<file path="src/design/fsc_pkg.sv">
package fsc_pkg;

  // frustum size and register map
  localparam int unsigned NumPlanes = 6;
  localparam int unsigned CfgIdxW   = 3;
  localparam int unsigned CfgDataW  = 64;

  typedef enum logic [CfgIdxW-1:0] {
    REG_PLANE_0   = 3'd0,
    REG_PLANE_1   = 3'd1,
    REG_PLANE_2   = 3'd2,
    REG_PLANE_3   = 3'd3,
    REG_PLANE_4   = 3'd4,
    REG_PLANE_5   = 3'd5,
    REG_CULL_MODE = 3'd6,
    REG_UNUSED    = 3'd7
  } cfg_reg_e;

  // cull_mode bits
  localparam int unsigned ModeRefl      = 0;
  localparam int unsigned ModeRstHidden = 1;
  localparam int unsigned ModeMarkers   = 2;
  localparam int unsigned ModeW         = 3;

  // object_flags bits
  localparam int unsigned FlForce    = 0;
  localparam int unsigned FlDrawable = 1;
  localparam int unsigned FlMirror   = 2;
  localparam int unsigned FlHidden   = 3;
  localparam int unsigned FlEffHid   = 4;
  localparam int unsigned FlShrouded = 5;
  localparam int unsigned FlTransl   = 6;
  localparam int unsigned FlStruct   = 7;
  localparam int unsigned FlOccludee = 8;
  localparam int unsigned FlagsW     = 9;

  // fixed-point widths
  localparam int unsigned PosW   = 24;
  localparam int unsigned NormW  = 12;
  localparam int unsigned DistW  = 28;
  localparam int unsigned ProdW  = PosW + NormW;
  localparam int unsigned DotW   = ProdW + 2;
  localparam int unsigned BoundW = DistW + 1;
  localparam int unsigned FracSh = 10;
  localparam int unsigned CmpW   = BoundW + FracSh + 1;

  // plane register layout, msb first
  typedef struct packed {
    logic signed [DistW-1:0] distance;
    logic signed [NormW-1:0] nz;
    logic signed [NormW-1:0] ny;
    logic signed [NormW-1:0] nx;
  } plane_t;

  // one input beat
  typedef struct packed {
    logic signed [PosW-1:0] pos_x;
    logic signed [PosW-1:0] pos_y;
    logic signed [PosW-1:0] pos_z;
    logic [PosW-1:0]        bound_radius;
    logic [FlagsW-1:0]      object_flags;
    logic                   last_object;
  } obj_t;

  // one result beat
  typedef struct packed {
    logic is_visible;
    logic needs_draw_flag_reset;
    logic mark_translucent;
    logic mark_occluder;
    logic mark_occludee;
    logic frame_done;
  } res_t;

  // sideband that travels beside the plane tests
  typedef struct packed {
    logic              valid;
    logic [FlagsW-1:0] flags;
    logic              last;
  } side_t;

endpackage

</file>
<file path="src/design/fsc_classify.sv">
module fsc_classify (
  input  logic                            clk_i,
  input  logic                            rst_ni,
  input  fsc_pkg::side_t                  side_i,
  input  logic [fsc_pkg::NumPlanes-1:0]   outside_i,
  input  logic [fsc_pkg::ModeW-1:0]       cull_mode_i,
  output logic                            res_valid_o,
  output fsc_pkg::res_t                   res_o
);

  logic       in_frustum;
  logic       refl, rst_hidden, markers;
  logic [fsc_pkg::FlagsW-1:0] f;
  fsc_pkg::res_t res_d, res_q;
  logic       valid_q;

  assign in_frustum = ~|outside_i;
  assign f          = side_i.flags;
  assign refl       = cull_mode_i[fsc_pkg::ModeRefl];
  assign rst_hidden = cull_mode_i[fsc_pkg::ModeRstHidden];
  assign markers    = cull_mode_i[fsc_pkg::ModeMarkers];

  // classification rules in priority order
  always_comb begin
    res_d = '0;
    res_d.frame_done = side_i.last;
    priority if (f[fsc_pkg::FlForce]) begin
      res_d.is_visible = 1'b1;
    end else if (refl) begin
      res_d.is_visible = in_frustum &&
                         (!f[fsc_pkg::FlDrawable] || f[fsc_pkg::FlMirror]);
    end else if (!f[fsc_pkg::FlHidden] && in_frustum) begin
      if (!f[fsc_pkg::FlDrawable]) begin
        res_d.is_visible = 1'b1;
      end else if (f[fsc_pkg::FlEffHid] || f[fsc_pkg::FlShrouded]) begin
        res_d.needs_draw_flag_reset = rst_hidden;
      end else begin
        res_d.is_visible            = 1'b1;
        res_d.needs_draw_flag_reset = 1'b1;
        res_d.mark_translucent      = f[fsc_pkg::FlTransl];
        res_d.mark_occluder         = markers && f[fsc_pkg::FlStruct];
        res_d.mark_occludee         = markers && f[fsc_pkg::FlOccludee];
      end
    end else begin
      // hidden or culled: every mark stays clear
      res_d.is_visible = 1'b0;
    end
  end

  // output register: one beat per strobe
  always_ff @(posedge clk_i or negedge rst_ni) begin
    if (!rst_ni) begin
      valid_q <= 1'b0;
    end else begin
      valid_q <= side_i.valid;
    end
  end

  always_ff @(posedge clk_i) begin
    res_q <= res_d;
  end

  assign res_valid_o = valid_q;
  assign res_o       = res_q;

endmodule

</file>
<file path="config.mk">
export PLATFORM = sky130hd
export DESIGN_NAME = fsc_classify
export DESIGN_NICKNAME = d
export VERILOG_FILES = /design/src/design/fsc_pkg.sv /design/src/design/fsc_classify.sv
export SDC_FILE = /design/constraint.sdc
export NUM_CORES = 1
export LEC_CHECK = 0
export ABC_AREA = 1
export CAP_MARGIN = 15
export CORE_AREA = 8 8 45 47
export CTS_BUF_LIST = sky130_fd_sc_hd__clkbuf_8
export CTS_CLUSTER_DIAMETER = 150
export CTS_CLUSTER_SIZE = 10
export DETAILED_ROUTE_END_ITERATION = 8
export DIE_AREA = 0 0 53 55
export DONT_BUFFER_PORTS = 1
export SLEW_MARGIN = 20
export SYNTH_ARGS = -nofsm -noshare
export SYNTH_HDL_FRONTEND = slang
export SYNTH_SLANG_ARGS = --single-unit
</file>
<file path="constraint.sdc">
create_clock -name clk_i -period 0.8 [get_ports clk_i]
set_input_delay 0.12 -clock clk_i [delete_from_list [all_inputs] [get_ports clk_i]]
set_output_delay 0.12 -clock clk_i [all_outputs]
set_load 0.005 [all_outputs]
</file>
==> impl_metrics.env, run 1 <==
export IMPL_antenna_found_initial=0
export IMPL_grt_max_degree=5
export IMPL_dieArea_um2=2920
export IMPL_setup_viol=0
export IMPL_place_gp_congestion=0.730
export IMPL_drive_above_1_share_pct=14.0
export IMPL_cts_root_buf="clkbuf_8"
export IMPL_ys_ff_latch=7
export IMPL_grt_usage_pct=5.58
export IMPL_synthesis_nets=57
export IMPL_ant_nets=0
export IMPL_grt_overflow_total=0
export IMPL_ys_warnings_count=0
export IMPL_grt_first_pass_wirelength_um=1130
export IMPL_numCtsBuffers=3
export IMPL_cp_max_fo=1
export IMPL_cp_data_required_time_ns=0.68
export IMPL_htreeDepth=1
export IMPL_hp_class="input pin to register"
export IMPL_tightestPinTransition_ns=0.193
export IMPL_finalCriticalPeriod_ns=0.708
export IMPL_worstSetupEndpointType="primary output"
export IMPL_die_w_um=53
export IMPL_syn_area_per_cell_um2=7.76
export IMPL_layout_nets=66
export IMPL_die_h_um=55
export IMPL_cp_arrival_ns=0.59
export IMPL_critPathKind="register to primary output"
export IMPL_grt_pass1_vias=294
export IMPL_vias=251
export IMPL_seq_area_frac_synth_pct=53.5
export IMPL_cp_start_kind="register"
export IMPL_ir_drop_v=0.000382
export IMPL_fmax_mhz=1410
export IMPL_rsz0062_at_grt="no"
export IMPL_cts_buffer_depth=2
export IMPL_start_util_pct=19.6
export IMPL_p_per_area_nw_per_um2=2330
export IMPL_slew_headroom_pct=87.1
export IMPL_dr_pass1_iters=2
export IMPL_slew_violations=0
export IMPL_total_power_uw=877
export IMPL_syn_inst=35
export IMPL_syn_to_final_growth_pct=38.7
export IMPL_synth_distinct_cells=10
export IMPL_final_cell_mix="nor2_1, nand2_1, dfxtp_1, inv_1, dlygate4sd3_1"
export IMPL_port_buffers=0
export IMPL_ctsResizeCount=0
export IMPL_status="finished clean"
export IMPL_coreArea_um2=1380
export IMPL_setup_tns_ns=0
export IMPL_p_leak_uw=0.000174
export IMPL_num_rows=14
export IMPL_top_level_ports=29
export IMPL_fin_crit_sh_pct=88.6
export IMPL_drtIter0Drc=1
export IMPL_cts_tree="yes"
export IMPL_synth_area_um2=272
export IMPL_hold_violations=0
export IMPL_cts_sinks=7
export IMPL_postCtsSetupBuffers=0
export IMPL_clk_pin_slew_ns=0.04
export IMPL_via_per_inst=4.25
export IMPL_final_common_cell="nor2_1"
export IMPL_routedWlPerCell_um=13.3
export IMPL_drv_cap=0
export IMPL_drcViolationCount=0
export IMPL_fillers=150
export IMPL_wirelength_um=784
export IMPL_n_antenna_cell=0
-- Yosys cell counts --
cell / n / area (µm²)
nand2_1: 6 / 22.5
nor3_2: 1 / 10.0
dfrtp_1: 1 / 25.0
nand3_1: 2 / 10.0
dfxtp_1: 6 / 120
nor2_2: 1 / 6.26
inv_1: 4 / 15.0
nand4_2: 1 / 12.5
o21ai_0: 1 / 5.00
nor2_1: 12 / 45.0
-- registers in the layout, summed over array words and instances (netlist names) --
register	flops
res_o	6
res_valid_o	1
-- cell type report --
| type | count | area (µm²) | share of cell area (%) |
|---|---|---|---|
| Sequential cell | 7 | 145 | 38.5 |
| Multi-Input combinational cell | 24 | 111 | 29.6 |
| Clock buffer | 3 | 41.3 | 11.0 |
| Timing Repair Buffer | 4 | 40.0 | 10.6 |
| Tap cell | 16 | 20.0 | 5.32 |
| Inverter | 4 | 15.0 | 3.99 |
| Clock inverter | 1 | 3.75 | 0.997 |
-- final timing paths --
check                                      start                     to  slack, ns  cells past startpoint
max                        res_valid_o$_DFF_PN0_            res_valid_o       0.09                      0
min                                    side_i[7]    res_o[3]$_SDFF_PP0_       0.01                      2
max in group asynchronous                 rst_ni  res_valid_o$_DFF_PN0_       0.59                      1
min in group asynchronous                 rst_ni  res_valid_o$_DFF_PN0_       0.11                      1
-- metrics by stage --
step | util [%] | hold WS (ns) | cells | worst slack [ns] | instance area, µm²
3_5_place_dp | 21.1 | -0.176 | 51 | 0.0686 | 292
4_1_cts | 27.2 | 0.00533 | 59 | 0.0790 | 377
5_1_grt | 27.2 | 0.0208 | 59 | 0.0630 | 377
6_report | 27.2 | 0.0112 | 59 | 0.0916 | 377
2_1_floorplan | - | -0.176 | 35 | 0.160 | 272
3_3_place_gp | 21.1 | -0.176 | 51 | 0.0881 | 292
-- logic make-up (layout without fill, tap and decap cells) --
logic type,Yosys count,after routing,synth area share [%]
and+or+nand+nor,23,23,39.2
AOI/OAI and AO/OA,1,1,1.84
buffers and inverters,4,12,5.53
DFF,7,7,53.5
-- routing by layer --
metal	global-route usage, %	share of wire (%)	wire, µm	up-vias
met2	8.59	45	349	21
li1	-	-	-	124
met5	0	0	0	-
met1	5.04	35	273	106
met4	5.17	0	0	0
met3	3.48	21	161	0
-- power breakdown --
| part | internal (µW) | switching, µW |
|---|---|---|
| sequential | 360 | 4.27 |
| combinational | 24.0 | 21.3 |
| clock | 330 | 137 |
-- what timing repair did --
action	CTS	global route
hold endpoints to repair	4	0
setup endpoints to repair	0	0
hold buffers	4	0
Power figures use the tool's default switching activity.
==> run 2, diff against run 1 <==
BUFFER_PORTS_ARGS = -buffer_cell sky130_fd_sc_hd__buf_2   (was default)
DONT_BUFFER_PORTS = default   (was 1)
==> impl_metrics.env, run 2 (same netlist as run 1, synthesis figures left out) <==
export IMPL_drcViolationCount=0
export IMPL_largest_reg_flops=6
export IMPL_worstSetupEndpointType="primary output"
export IMPL_violations="negative setup slack"
export IMPL_cp_cell_sequence="buf_2"
export IMPL_via_per_inst=3.98
export IMPL_power_frac_seq_pct=39.1
export IMPL_final_common_cell="buf_2"
export IMPL_tightestPinTransition_ns=0.192
export IMPL_hold_violations=0
export IMPL_grt_overflow_total=0
export IMPL_cp_arrival_ns=0.69
export IMPL_p_int_uw=747
export IMPL_setup_viol=1
export IMPL_routedWlPerCell_um=10.5
export IMPL_cts_tree="yes"
export IMPL_cts_buffer_depth=2
export IMPL_cp_max_fo=1
export IMPL_wirelength_um=894
export IMPL_crit_path_top_delay_cell="dfrtp_1"
export IMPL_place_gp_congestion=0.685
export IMPL_grt_max_degree=5
export IMPL_num_rows=14
export IMPL_slew_violations=0
export IMPL_critical_path_depth=1
export IMPL_hpwl_um=750
export IMPL_p_leak_uw=0.000282
export IMPL_hp_class="input pin to register"
export IMPL_grt_pass1_vias=335
export IMPL_numCtsBuffers=3
export IMPL_ir_drop_v=0.000418
export IMPL_htreeDepth=1
export IMPL_fin_cells=85
export IMPL_worstHoldStart="side_i[10]"
export IMPL_final_setup_worst_slack_ns=-0.00875
export IMPL_coreArea_um2=1380
export IMPL_top_level_ports=29
export IMPL_hold_depth=1
export IMPL_fin_util_pct=35.9
export IMPL_n_antenna_cell=0
export IMPL_pwr_share_comb_pct=10.7
export IMPL_final_cell_mix="buf_2, nor2_1, nand2_1, dfxtp_1, inv_1"
export IMPL_rsz0062_at_grt="yes"
export IMPL_slowest_delay_ns=0.35
export IMPL_pwr_share_clk_pct=50.3
export IMPL_ant_nets=0
export IMPL_cp_start_kind="register"
export IMPL_cts_sinks=7
export IMPL_p_per_area_nw_per_um2=1860
export IMPL_dieArea_um2=2920
export IMPL_start_util_pct=19.6
export IMPL_crit_family="flip-flops"
export IMPL_p_switching_uw=178
export IMPL_grt_usage_pct=6.57
export IMPL_drive_above_1_share_pct=49.3
export IMPL_port_buffers=28
export IMPL_layout_nets=92
export IMPL_fmax_mhz=1240
export IMPL_cp_data_required_time_ns=0.68
export IMPL_fin_crit_sh_pct=101
export IMPL_status="finished with violations"
export IMPL_crit_end="res_valid_o"
export IMPL_vias=338
export IMPL_grt_first_pass_wirelength_um=1350
export IMPL_syn_to_final_growth_pct=82.9
export IMPL_cts_root_buf="clkbuf_8"
export IMPL_cp_num_buf_inv=1
export IMPL_clk_pin_slew_ns=0.04
export IMPL_drtIter0Drc=10
export IMPL_critPathLaunch="res_valid_o$_DFF_PN0_"
export IMPL_die_h_um=55
export IMPL_critPathKind="register to primary output"
export IMPL_die_w_um=53
export IMPL_finalCriticalPeriod_ns=0.809
export IMPL_slew_headroom_pct=87.1
export IMPL_dp_cells=79
export IMPL_drv_cap=0
export IMPL_antenna_found_initial=0
export IMPL_ctsResizeCount=0
export IMPL_swShare_pct=19.2
export IMPL_dr_pass1_iters=3
run 2: worst min-delay path by stage:
stage | to | slack (ns)
after floorplan | res_valid_o$_DFF_PN0_ | -0.18
after detailed placement | res_valid_o$_DFF_PN0_ | -0.10
after global placement | res_valid_o$_DFF_PN0_ | -0.11
after global routing | res_valid_o$_DFF_PN0_ | 0.006
final | res_valid_o$_DFF_PN0_ | 0.009
after CTS | res_valid_o$_DFF_PN0_ | 0.005
run 2: metrics by stage:
stage	total power [µW]	setup WS, ns	TNS (ns)	hold slack, ns	instance area [µm²]
after global routing	985	-0.0331	-0.0331	0.00614	497
after global placement	457	-0.00978	-0.0226	-0.106	432
final	925	-0.00875	-0.00875	0.00943	497
after floorplan	394	0.160	0	-0.176	272
after CTS	945	-0.0201	-0.0201	0.00457	497
after detailed placement	458	-0.0331	-0.0980	-0.101	432
run 2: per-layer routing:
metal  routed length (µm)  track usage (%)  vias up
met5                    0                0        -
met4                   32             7.76        0
met3                  147             2.14        4
met2                  359             10.4       23
met1                  356             6.27      136
li1                     -                -      175
run 2: power by group through the flow:
stage | combinational (µW) | clock (µW) | sequential [µW]
2_1_floorplan | 25.4 | 0 | 368
3_3_place_gp | 90.2 | 0 | 366
3_5_place_dp | 91.1 | 0 | 367
4_1_cts | 98.9 | 485 | 361
5_1_grt | 112 | 512 | 361
6_report | 98.8 | 465 | 361
run 2: what timing repair did:
action | in CTS | in global routing
setup buffers | 0 | 0
hold buffers | 2 | 0
hold endpoints to repair | 2 | 0
endpoints found under the setup margin | 1 | 1
run 2: area by class of cell:
type                            count  area [µm²]
Clock buffer                        3        41.3
Clock inverter                      1        3.75
Fill cell                         150         887
Inverter                            4        15.0
Multi-Input combinational cell     24         111
Sequential cell                     7         145
Tap cell                           16        20.0
Timing Repair Buffer               30         160
==> run 3, diff against run 2 <==
HOLD_SLACK_MARGIN = 0.08   (was default)
==> impl_metrics.env, run 3 (same netlist as run 1, synthesis figures left out) <==
export IMPL_hpwl_um=750
export IMPL_p_per_area_nw_per_um2=1830
export IMPL_ant_nets=0
export IMPL_drtIter0Drc=10
export IMPL_start_util_pct=19.6
export IMPL_wirelength_um=914
export IMPL_setup_tns_ns=-0.00800
export IMPL_final_common_cell="buf_2"
export IMPL_cp_arrival_ns=0.69
export IMPL_fillers=148
export IMPL_grt_pass1_vias=338
export IMPL_numCtsBuffers=3
export IMPL_dp_cells=79
export IMPL_grt_first_pass_wirelength_um=1350
export IMPL_drv_cap=0
export IMPL_layout_nets=93
export IMPL_coreArea_um2=1380
export IMPL_setup_viol=1
export IMPL_worstSetupEndpointType="primary output"
export IMPL_status="finished with violations"
export IMPL_fin_crit_sh_pct=101
export IMPL_final_setup_worst_slack_ns=-0.00800
export IMPL_hold_violations=0
export IMPL_cts_sinks=7
export IMPL_cts_buffer_depth=2
export IMPL_grt_overflow_total=0
export IMPL_final_cell_mix="buf_2, nor2_1, nand2_1, dfxtp_1, inv_1"
export IMPL_slowest_delay_ns=0.35
export IMPL_cp_num_buf_inv=1
export IMPL_hp_class="input pin to register"
export IMPL_drive_above_1_share_pct=48.6
export IMPL_routedWlPerCell_um=10.6
export IMPL_cp_data_required_time_ns=0.68
export IMPL_cts_tree="yes"
export IMPL_violations="negative setup slack"
export IMPL_port_buffers=28
export IMPL_crit_path_top_delay_cell="dfrtp_1"
export IMPL_slew_violations=0
export IMPL_grt_usage_pct=6.63
export IMPL_grt_max_degree=5
export IMPL_syn_to_final_growth_pct=86.6
export IMPL_n_antenna_cell=0
export IMPL_cp_start_kind="register"
export IMPL_vias=340
export IMPL_critPathKind="register to primary output"
export IMPL_fmax_mhz=1240
export IMPL_largest_reg_flops=6
export IMPL_tightestPinTransition_ns=0.192
export IMPL_die_w_um=53
export IMPL_slew_headroom_pct=87.1
export IMPL_ir_drop_v=0.000418
export IMPL_clk_pin_slew_ns=0.04
export IMPL_drcViolationCount=0
export IMPL_p_leak_uw=0.000286
export IMPL_die_h_um=55
export IMPL_num_rows=14
export IMPL_via_per_inst=3.95
export IMPL_fin_cells=86
export IMPL_htreeDepth=1
export IMPL_dieArea_um2=2920
export IMPL_rsz0062_at_grt="yes"
export IMPL_cts_root_buf="clkbuf_8"
export IMPL_antenna_found_initial=0
export IMPL_top_level_ports=29
export IMPL_dr_pass1_iters=3
export IMPL_finalCriticalPeriod_ns=0.808
export IMPL_crit_family="flip-flops"
export IMPL_cp_max_fo=1
export IMPL_place_gp_congestion=0.685
export IMPL_cp_cell_sequence="buf_2"
## run 3: metrics by stage
stage	setup WS [ns]	util [%]	power (µW)	hold slack [ns]	instance area (µm²)
4_1_cts	-0.0201	36.6	949	0.102	507
6_report	-0.00800	36.6	929	0.108	507
3_3_place_gp	-0.00978	31.2	457	-0.106	432
2_1_floorplan	0.160	-	394	-0.176	272
3_5_place_dp	-0.0331	31.2	458	-0.101	432
5_1_grt	-0.0331	36.6	989	0.118	507
## run 3: what timing repair did
action	4_1_cts	5_1_grt
cloned	0	0
setup endpoints to repair	1	1
endpoints found under the hold margin	3	0
pin swaps	0	0
hold buffers	3	0
buffers inserted	0	0
resized for setup	0	0
## run 3: where the power goes
group,internal [µW],total (µW),switching [µW]
clock network,330,465,135
logic,60.6,103,42.3
registers,360,361,1.53
## run 3: layout make-up
class,count,area (µm²),share of cell area [%]
multi-input combinational,24,111,22.0
sequential,7,145,28.6
tap,16,20.0,3.95
timing repair buffer,31,170,33.6
clock buffer,3,41.3,8.15
clock inverter,1,3.75,0.741
inverter,4,15.0,2.96
## run 3: metal layers
metal	global-route usage (%)	up-vias	part of all wire (%)
li1	-	177	-
met1	6.12	136	40
met2	10.4	23	41
met3	2.67	4	16
met4	7.76	0	3.5
met5	0	-	0
## run 3: final timing paths
kind | startpoint | endpoint | slack, ns | cells past startpoint
max in group asynchronous | rst_ni | res_valid_o$_DFF_PN0_ | 0.51 | 2
worst min-delay path | side_i[1] | res_o[5]$_SDFF_PP1_ | 0.11 | 3
min in group asynchronous | rst_ni | res_valid_o$_DFF_PN0_ | 0.20 | 2
worst max-delay path | res_valid_o$_DFF_PN0_ | res_valid_o | -0.008 | 1
